<file path="src/rtl/core/fpv_pkg.sv">
`timescale 1ns / 1ps
// ----------------------------------------------------------------------------
// fpv_pkg: shared widths and stage type for the velocity pipeline
// Holds the fixed-point format, the derived datapath widths and the record
// that travels down the pipeline with each request.
// ----------------------------------------------------------------------------
package fpv_pkg;

    // Format of the fields.
    localparam int COORD_BITS = 7;
    localparam int FRAC_BITS  = 16;
    localparam int SPEED_BITS = 8;
    localparam int VEL_BITS   = 18;
    localparam int START_BITS = COORD_BITS + FRAC_BITS;

    // Squared distance, and the radicand padded to an even bit count.
    localparam int SQ_BITS   = 2 * COORD_BITS + 1;
    localparam int RAD_BITS  = SQ_BITS + FRAC_BITS + ((SQ_BITS + FRAC_BITS) % 2);
    localparam int ROOT_BITS = RAD_BITS / 2;
    localparam int SREM_BITS = ROOT_BITS + 2;

    // Scaled numerator and quotient; the quotient stays below speed times
    // the square root of the fraction scale, with one bit of margin.
    localparam int NUM_BITS  = COORD_BITS + FRAC_BITS + SPEED_BITS;
    localparam int QUO_BITS  = SPEED_BITS + FRAC_BITS / 2 + 1;
    localparam int DREM_BITS = ROOT_BITS + 1;

    // Front stage, one stage per root bit, one stage per quotient bit.
    localparam int NSTAGE = 1 + ROOT_BITS + QUO_BITS;

    // Everything one request carries between stages.
    typedef struct packed {
        logic [COORD_BITS-1:0] sx;
        logic [COORD_BITS-1:0] sy;
        logic                  negx;
        logic                  negy;
        logic                  zero;
        logic [RAD_BITS-1:0]   rad;
        logic [SREM_BITS-1:0]  srem;
        logic [ROOT_BITS-1:0]  root;
        logic [NUM_BITS-1:0]   nx;
        logic [NUM_BITS-1:0]   ny;
        logic [DREM_BITS-1:0]  rx;
        logic [DREM_BITS-1:0]  ry;
        logic [QUO_BITS-1:0]   qx;
        logic [QUO_BITS-1:0]   qy;
    } t_stage;

endpackage

</file>
<file path="src/rtl/core/fpv_sqrt_step.sv">
`timescale 1ns / 1ps
// ----------------------------------------------------------------------------
// fpv_sqrt_step: one digit of the integer square root
// Brings down the next two radicand bits and decides one root bit.
// ----------------------------------------------------------------------------
module fpv_sqrt_step
    import fpv_pkg::*;
(
    input  t_stage i_st,
    output t_stage o_st
);

    // Trial subtract of 4*root + 1 from the shifted remainder.
    always_comb begin
        logic [SREM_BITS-1:0] rem_sh;
        logic [SREM_BITS-1:0] trial;
        rem_sh = {i_st.srem[SREM_BITS-3:0], i_st.rad[RAD_BITS-1:RAD_BITS-2]};
        trial  = {i_st.root, 2'b01};
        o_st     = i_st;
        o_st.rad = i_st.rad << 2;
        if (rem_sh >= trial) begin
            o_st.srem = rem_sh - trial;
            o_st.root = {i_st.root[ROOT_BITS-2:0], 1'b1};
        end else begin
            o_st.srem = rem_sh;
            o_st.root = {i_st.root[ROOT_BITS-2:0], 1'b0};
        end
    end

endmodule

</file>
<file path="config.mk">
export PLATFORM = sky130hd
export DESIGN_NAME = fpv_sqrt_step
export DESIGN_NICKNAME = d
export VERILOG_FILES = /design/src/rtl/core/fpv_pkg.sv /design/src/rtl/core/fpv_sqrt_step.sv
export SDC_FILE = /design/constraint.sdc
export NUM_CORES = 1
export LEC_CHECK = 0
export BUFFER_PORTS_ARGS = -buffer_cell sky130_fd_sc_hd__buf_2
export CORE_AREA = 2 2 165 167
export DETAILED_ROUTE_END_ITERATION = 8
export DIE_AREA = 0 0 167 169
export PLACE_DENSITY = 0.42
export SYNTH_ARGS = -nofsm -noshare
export SYNTH_HDL_FRONTEND = slang
export SYNTH_SLANG_ARGS = --single-unit
</file>
<file path="constraint.sdc">
create_clock -name vclk -period 5.8
set_input_delay 1.74 -clock vclk [all_inputs]
set_output_delay 1.74 -clock vclk [all_outputs]
set_load 0.1 [all_outputs]
</file>
Yosys cells after proc, flatten, opt, wreduce, memory -nomap -nowiden
Cells that the tools add are included. W data, S select, Z words.

Bits in registers: 0.

Add/subtract/negate cells: 1. Magnitude comparators: 1. Mux-type cells: 1.

Operator list (count): $mux W34 (1); $ge A18 B18 Y1 (1); $sub A18 B18 Y18 (1).

Logic depth before layout (Yosys ltp)
Word-level depth: 2. Gate-level depth with buffers: 11.

Least setup slack after synthesis
OpenSTA, ideal clock, no wires.

Path kind: input port to output port. From: input i_st[142] (netlist bit). To: output o_st[161] (netlist bit). Arrival time: 5.310 ns. Required time: 4.060 ns. Slack: -1.250 ns. Stages on the path: 9. Path buffers: 1. Cell sequence: inv_1 -> ha_1 -> buf_2 -> nand3_2 -> or4_1 -> a21oi_2 -> a211oi_2 -> o21a_4 -> o21ai_0.

RTL lines: start, declared (line fpv_sqrt_step.sv:9) `input t_stage i_st,`; end, declared (line fpv_sqrt_step.sv:10) `output t_stage o_st`.

==> metrics.cfg <==
[status]
outcome = finished clean

[placement]
portBuffers = 68
gp_congestion = 0.723
dp_hpwl_mm = 8.40

[floorplanning]
dieWidth_um = 167
rows = 60
die_area_um2 = 28200
die_h_um = 169
core_area_um2 = 26500
io_pins = 426
start_util_pct = 10.2

[synth]
synth_top_family_by_area = buffers and inverters
synthMuxAreaShare_pct = 6.88
synth-compound-area-share_pct = 14.5
seq_area_frac_synth_pct = 0
synth.area.top_cells = buf_4, ha_1, mux2_4, xnor2_1, a21oi_1
synthXorXnorAreaFrac_pct = 4.85
synth_top_area_share_pct = 53.8
synth_simple_gate_area_share_pct = 6.88
yosysTopAreaCell = buf_4
synth_cell_types = 44
synthAdderAreaFrac_pct = 8.31
avgSynthCellArea_um2 = 7.48
netlist_instances = 362
yosys_warnings = 0
synth_area_um2 = 2710

[power_and_ir_drop]
power_density_nw_per_um2 = 212
p_total_mw = 0.583
power_leakage_nw = 1.11
ir_drop_v = 0.0000948

[detailed_routing]
dr.pass1.iters = 3
vias = 1798
wire_per_inst_um = 15.6
vias_per_cell = 2.97
drtIter0Drc = 53
drt_wl_total_mm = 9.47
final_antenna_net_count = 0
drcViolationCount = 0

[cells_and_area]
multiInputGateArea_um2 = 1330
clockBufferCount = 0
seq_cell_count = 0
regArea_um2 = 0
layout_common_cells = buf_2, buf_4, buf_12
final_common_cell = buf_2
nNetsFinal = 496
syn2layout_area_growth_pct = 1.39
fillers = 3040
layout-drive-gt1-share_pct = 55.9

[sta]
fmax_ghz = 0.176
post-route-period-util_pct = 98.1
tns_ns = 0
worst_pin_slew_ns = 0.516
min_period_ns = 5.69
grt_setup_unrepaired = no
drv_slew = 0
setup_viol = 0
slew_headroom_pct = 65.8
finalHoldViolCount = 0

[worst_hold_path]
holdPathEnd = o_st[111]
hp-class = in2out
hp-start = i_st[111]
holdPathStages = 0

[global_routing]
grt_pass1_vias = 1917
grt_max_degree = 16
track_usage_pct = 6.19
grt_pass1_wl_mm = 12.9
gr-total-overflow = 0
antenna_found_initial = 2

[setup_path]
start_kind = input port
cpPeakStageDelay_ns = 0.56
cp-end-kind = output port
required_ns = 4.06
path_class = in2out
path_cells = buf_2 > inv_4 > ha_4 > nand4_1 > or4_4 > a21oi_4 > a211oi_2 > o21a_4 > buf_6 > o41ai_4 > buf_12
critPathArrivalTime_ns = 3.95
slowest_stage = or4_4
crit_fanout = 3

[job]
maxCapViolCount = 0

[worst max path at each step]
stage,start,to,slack [ns],depth (start not counted)
finish,i_st[137],o_st[163],0.11,11
global route,i_st[148],o_st[163],0.01,12
CTS,i_st[133],o_st[152],0.006,11
detailed placement,i_st[133],o_st[148],-0.13,11
global placement,i_st[133],o_st[148],-0.12,11
floorplan,i_st[138],o_st[163],-0.14,9
[cell usage after synthesis, types with 2 or more instances]
library cell  count
nand4_1           5
buf_2             2
a211oi_1          2
o211ai_1          6
nor2_1            6
nor2b_1           2
mux2_1            2
xnor2_1          11
xor2_1            4
ha_1             18
buf_4           194
o21a_1            3
nor3_1            3
a21oi_1          16
a21oi_2           2
o21ai_0          10
a21o_1            4
nand3_1           2
mux2_2            3
inv_1            21
nand2_1          12
clkbuf_2          2
nand2b_1          3
mux2_4            8
o21bai_1          2
[power breakdown]
group          internal [mW]  switching, mW  leakage [nW]
clock network   0.0000000231              0    0.00000634
logic                  0.217          0.366          1.11
registers                  0              0             0
[layout make-up]
cell class | instances | area share [%]
Multi-Input combinational cell | 142 | 48.5
Timing Repair Buffer | 99 | 31.9
Inverter | 22 | 3.92
Antenna cell | 1 | 0.0911
Tap cell | 341 | 15.5
[per-stage QoR]
step           setup slack, ns  std cells  instance area [um2]  hold slack [ns]  util [%]
2_1_floorplan           -0.138        363                 2860             3.69         -
3_3_place_gp            -0.123        602                 2600             3.48      9.81
3_5_place_dp            -0.132        602                 2600             3.48      9.81
4_1_cts                0.00588        603                 2640             3.48      9.95
5_1_grt                0.00977        604                 2740             3.48      10.4
6_report                 0.109        605                 2750             3.48      10.4
[layer usage]
layer	track usage [%]	part of all wire (%)	wire, um	vias to the layer above
li1	-	-	-	798
met1	5.66	32	3000	754
met2	10.3	45	4260	152
met3	3.06	14	1310	92
met4	5.32	9.5	899	2
met5	0	0.074	7	-
[worst max-delay path: cells and delay by family]
kind | cells | cell delay (ns)
AOI/OAI and AO/OA | 4 | 0.71
adders and majority gates | 1 | 0.26
buffers and inverters | 4 | 0.53
and+or+nand+nor | 2 | 0.70
[timing repair]
action,in CTS,in global routing
hold buffers,0,0
resized for setup,7,20
setup endpoints to repair,15,15
pin swaps,3,13
setup buffers,1,1
[logic make-up (layout without fill, tap and decap cells)]
logic type / after synthesis / count (layout)
buf+inv: 221 / 121
mux: 14 / 14
simple gates: 37 / 37
xor+xnor: 15 / 15
other cells: 1 / 3
compound gates: 56 / 56
fa+ha+maj: 18 / 18
Power figures use the tool's default switching activity.
