`src/rtl/core/fpv_pkg.sv`:
```
`timescale 1ns / 1ps
// ----------------------------------------------------------------------------
// fpv_pkg: shared widths and stage type for the velocity pipeline
// Holds the fixed-point format, the derived datapath widths and the record
// that travels down the pipeline with each request.
// ----------------------------------------------------------------------------
package fpv_pkg;

    // Format of the fields.
    localparam int COORD_BITS = 7;
    localparam int FRAC_BITS  = 16;
    localparam int SPEED_BITS = 8;
    localparam int VEL_BITS   = 18;
    localparam int START_BITS = COORD_BITS + FRAC_BITS;

    // Squared distance, and the radicand padded to an even bit count.
    localparam int SQ_BITS   = 2 * COORD_BITS + 1;
    localparam int RAD_BITS  = SQ_BITS + FRAC_BITS + ((SQ_BITS + FRAC_BITS) % 2);
    localparam int ROOT_BITS = RAD_BITS / 2;
    localparam int SREM_BITS = ROOT_BITS + 2;

    // Scaled numerator and quotient; the quotient stays below speed times
    // the square root of the fraction scale, with one bit of margin.
    localparam int NUM_BITS  = COORD_BITS + FRAC_BITS + SPEED_BITS;
    localparam int QUO_BITS  = SPEED_BITS + FRAC_BITS / 2 + 1;
    localparam int DREM_BITS = ROOT_BITS + 1;

    // Front stage, one stage per root bit, one stage per quotient bit.
    localparam int NSTAGE = 1 + ROOT_BITS + QUO_BITS;

    // Everything one request carries between stages.
    typedef struct packed {
        logic [COORD_BITS-1:0] sx;
        logic [COORD_BITS-1:0] sy;
        logic                  negx;
        logic                  negy;
        logic                  zero;
        logic [RAD_BITS-1:0]   rad;
        logic [SREM_BITS-1:0]  srem;
        logic [ROOT_BITS-1:0]  root;
        logic [NUM_BITS-1:0]   nx;
        logic [NUM_BITS-1:0]   ny;
        logic [DREM_BITS-1:0]  rx;
        logic [DREM_BITS-1:0]  ry;
        logic [QUO_BITS-1:0]   qx;
        logic [QUO_BITS-1:0]   qy;
    } t_stage;

endpackage

```
`src/rtl/core/fpv_div_step.sv`:
```
`timescale 1ns / 1ps
// ----------------------------------------------------------------------------
// fpv_div_step: one quotient bit for both velocity components
// Restoring division of each scaled numerator by the magnitude.
// ----------------------------------------------------------------------------
module fpv_div_step
    import fpv_pkg::*;
(
    input  t_stage i_st,
    output t_stage o_st
);

    // Both components divide by the same magnitude in parallel.
    always_comb begin
        logic [DREM_BITS-1:0] shx;
        logic [DREM_BITS-1:0] shy;
        logic [DREM_BITS-1:0] den;
        shx = {i_st.rx[DREM_BITS-2:0], i_st.nx[NUM_BITS-1]};
        shy = {i_st.ry[DREM_BITS-2:0], i_st.ny[NUM_BITS-1]};
        den = {1'b0, i_st.root};
        o_st    = i_st;
        o_st.nx = i_st.nx << 1;
        o_st.ny = i_st.ny << 1;
        if (shx >= den) begin
            o_st.rx = shx - den;
            o_st.qx = {i_st.qx[QUO_BITS-2:0], 1'b1};
        end else begin
            o_st.rx = shx;
            o_st.qx = {i_st.qx[QUO_BITS-2:0], 1'b0};
        end
        if (shy >= den) begin
            o_st.ry = shy - den;
            o_st.qy = {i_st.qy[QUO_BITS-2:0], 1'b1};
        end else begin
            o_st.ry = shy;
            o_st.qy = {i_st.qy[QUO_BITS-2:0], 1'b0};
        end
    end

endmodule

```
`config.mk`:
```
export PLATFORM = sky130hd
export DESIGN_NAME = fpv_div_step
export DESIGN_NICKNAME = d
export VERILOG_FILES = /design/src/rtl/core/fpv_pkg.sv /design/src/rtl/core/fpv_div_step.sv
export SDC_FILE = /design/constraint.sdc
export NUM_CORES = 1
export LEC_CHECK = 0
export BUFFER_PORTS_ARGS = -buffer_cell sky130_fd_sc_hd__buf_4
export CORE_AREA = 4 4 162 164
export DETAILED_ROUTE_END_ITERATION = 10
export DIE_AREA = 0 0 166 168
export PLACE_DENSITY = 0.54
export SYNTH_ARGS = -nofsm -noshare
export SYNTH_HDL_FRONTEND = slang
export SYNTH_SLANG_ARGS = --single-unit
```
`constraint.sdc`:
```
create_clock -name vclk -period 2.84
set_clock_uncertainty 0.1 [all_clocks]
set_input_delay 0.568 -clock vclk [all_inputs]
set_output_delay 0.568 -clock vclk [all_outputs]
set_load 0.005 [all_outputs]
```
Word level (Yosys, flattened, before mapping). Index checks and enable logic that the tools add are counted.

Word-level logic and storage cells: 8. Bits of input ports: 213. Register bits after elaboration: 0. Output and inout port bits: 213.

Order comparisons: 2. $add $sub $neg: 2. Mux-type cells: 4.

Operators with widths (count): $ge A17 B16 Y1 (2); $mux W17 (2); $sub A17 B16 Y17 (2); $mux W1 (2).

Longest topological paths before layout.
Depth in word-level cells: 2. Depth in mapped cells: 11. Depth with buffers taken out: 9.

Worst setup path after synthesis. OpenSTA, ideal clock, no wires.

Path type: input to output. From: input i_st[132] (netlist name). To: output o_st[61] (netlist name). Required time: 2172 ps. Cell stages on the path: 9. Path slack: -201 ps. Arrival: 2373 ps. Buffers on the path: 1. Path through: inv_1 -> ha_1 -> nor2_1 -> a211o_1 -> a21oi_2 -> o21ai_1 -> a21oi_4 -> buf_6 -> mux2_2.

RTL lines: from (decl) (RTL line fpv_div_step.sv:9) `input t_stage i_st,`; to (decl) (RTL line fpv_div_step.sv:10) `output t_stage o_st`.

==> impl_metrics.env <==
export IMPL_yosysSeqAreaShare_pct=0
export IMPL_fin_crit_ns=3.23
export IMPL_violations="negative setup slack"
export IMPL_netlist_area_um2=3530
export IMPL_stdcell_count=846
export IMPL_slew_violations=0
export IMPL_coreArea_um2=24900
export IMPL_avgRoutedWirePerCell_um=17.7
export IMPL_route_detailed_drc=0
export IMPL_fmax_mhz=309
export IMPL_startpoint_type="input port"
export IMPL_grt_pass1_vias=3373
export IMPL_met1_length_um=5980
export IMPL_tns_ns=-11.80
export IMPL_layout_common_cells="buf_4 (175), buf_6 (42), mux2_4 (25)"
export IMPL_rows=58
export IMPL_grt_setup_unrepaired="true"
export IMPL_vias=3232
export IMPL_cp_required_ns=2.17
export IMPL_nClkBuffers=0
export IMPL_die_height_um=168
export IMPL_ant_nets=0
export IMPL_dieArea_um2=27900
export IMPL_wl_met2_um=6770
export IMPL_area_growth_pct=50.1
export IMPL_ios=426
export IMPL_p_leak_nw=2.35
export IMPL_fin_nets=765
export IMPL_antenna_found_initial=0
export IMPL_wl_met3_um=1370
export IMPL_yosys_warnings=0
export IMPL_crit_end="o_st[57]"
export IMPL_cellPowerDensity_nw_per_um2=267
export IMPL_hp_class="input port to output port"
export IMPL_grtUsageTotal_pct=9.86
export IMPL_yosysTopAreaCell="buf_4"
export IMPL_routed_wl_um=14900
export IMPL_critPathLaunch="i_st[133]"
export IMPL_worst_ir_drop_vdd_uv=137
export IMPL_n_antenna_cell=0
export IMPL_dp_cells=833
export IMPL_grt_pass1_wl_um=21300
export IMPL_grt_start_max_net_pins=9
export IMPL_top_layer="met4"
export IMPL_io_buffers=102
export IMPL_postSynthAreaPerCell_um2=7.50
export IMPL_design_seq_count=0
export IMPL_post_dp_hpwl_um=13000
export IMPL_crit_type="input port to output port"
export IMPL_synthTopCellsByArea="buf_4 (38%), ha_1 (11%), mux2_2 (5.4%), a21oi_1 (4.5%), xnor2_1 (4.2%)"
export IMPL_fp_dieW_um=166
export IMPL_drtIter0Drc=95
export IMPL_overflow=0
export IMPL_post_route_util_pct=21.3
export IMPL_mostFrequentLayoutCell="buf_4"
export IMPL_vias_per_cell=3.82
export IMPL_cp_end_kind="output port"
export IMPL_initial_core_util_pct=14.2
export IMPL_arrival_ns=2.57
export IMPL_post_synth_top_area_fraction_pct=37.7
export IMPL_setup_ws_ns=-0.394
export IMPL_run_status="finished, violations left"
export IMPL_hold_viol_final=0
export IMPL_ys_types=54
export IMPL_cap_violations=0
export IMPL_seq_area_um2=0
export IMPL_place_area_um2=4480
export IMPL_fin_total_pwr_w=0.00141
export IMPL_finalSetupViolations=36
export IMPL_drtPass1Iterations=4
export IMPL_final_design_area_no_fill_um2=5290
export IMPL_critPathMaxFanout=7
export IMPL_finalCritPeriodShare_pct=114
export IMPL_gp_congestion=0.807
export IMPL_synth_cells=470
export IMPL_drive_gt1_share_pct=69.4
export IMPL_ctsHoldBuffers=0
==> power breakdown <==
group	switching (W)	internal [W]	leakage [nW]	total [W]
clock	0	0	0	0
combinational	0.000579	0.000834	2.35	0.00141
sequential	0	0	0	0
==> synthesized netlist by cell type (all sizes together), types with 2 or more instances <==
master / instances
xnor2: 17
nor4: 4
nand2: 22
o21a: 6
nor2: 20
fa: 2
buf: 180
o211ai: 5
a21oi: 34
clkbuf: 3
or2: 2
ha: 32
o21ai: 14
nand4: 3
o31a: 2
mux2: 25
a211o: 3
a211oi: 5
and3: 3
o21bai: 3
or3: 3
a21o: 10
and2: 2
nand2b: 4
nand3: 5
nand4b: 2
nor3: 4
xor2: 6
inv: 24
o31ai: 4
nor2b: 5
mux2i: 6
==> routing by layer <==
metal	track usage, %	vias up
met2	16.4	175
met5	0	-
li1	-	1532
met4	4.56	0
met3	3.12	92
met1	11.6	1433
==> cell families after synthesis <==
| kind of cell | after synthesis | synth area share (%) |
|---|---|---|
| fa+ha+maj | 34 | 12.5 |
| other cells | 1 | 0.106 |
| buf+inv | 207 | 41.7 |
| simple gates | 82 | 11.9 |
| compound gates | 92 | 17.7 |
| mux | 31 | 10.4 |
| xor+xnor | 23 | 5.71 |
==> critical path: stages <==
cell and delay, ns:
buf_8 0.08, inv_6 0.03, buf_6 0.11, ha_4 0.27
nand2_4 0.06, a211o_4 0.29, a21oi_4 0.18, o21ai_2 0.09
a21oi_4 0.24, buf_8 0.18, mux2_4 0.32, buf_6 0.12
==> what timing repair did <==
item | in CTS | in global routing
setup endpoints to repair | 36 | 36
cloned | 1 | 0
setup buffers | 11 | 5
resized for setup | 111 | 55
pin swaps | 31 | 33
==> stage by stage <==
step	hold slack [ns]	worst slack (ns)
6_report	1.04	-0.394
5_1_grt	1.04	-0.467
4_1_cts	1.04	-0.441
3_5_place_dp	1.04	-0.670
3_3_place_gp	1.04	-0.669
2_1_floorplan	1.12	-0.122
==> worst min-delay path by stage <==
stage	start	to	slack, ns	depth (start not counted)
after CTS	i_st[107]	o_st[108]	1.04	0
final	i_st[102]	o_st[103]	1.04	0
after global routing	i_st[112]	o_st[113]	1.04	0
after floorplan	i_st[99]	o_st[100]	1.12	1
after global placement	i_st[107]	o_st[108]	1.04	0
after detailed placement	i_st[107]	o_st[108]	1.04	0
==> area by class of cell <==
cell class	count	area, um2
Timing Repair Buffer	228	1980
Multi-Input combinational cell	264	2750
Inverter	24	153
Tap cell	330	413
Fill cell	2741	19600
Note: power is estimated with default switching activity, not from simulation.
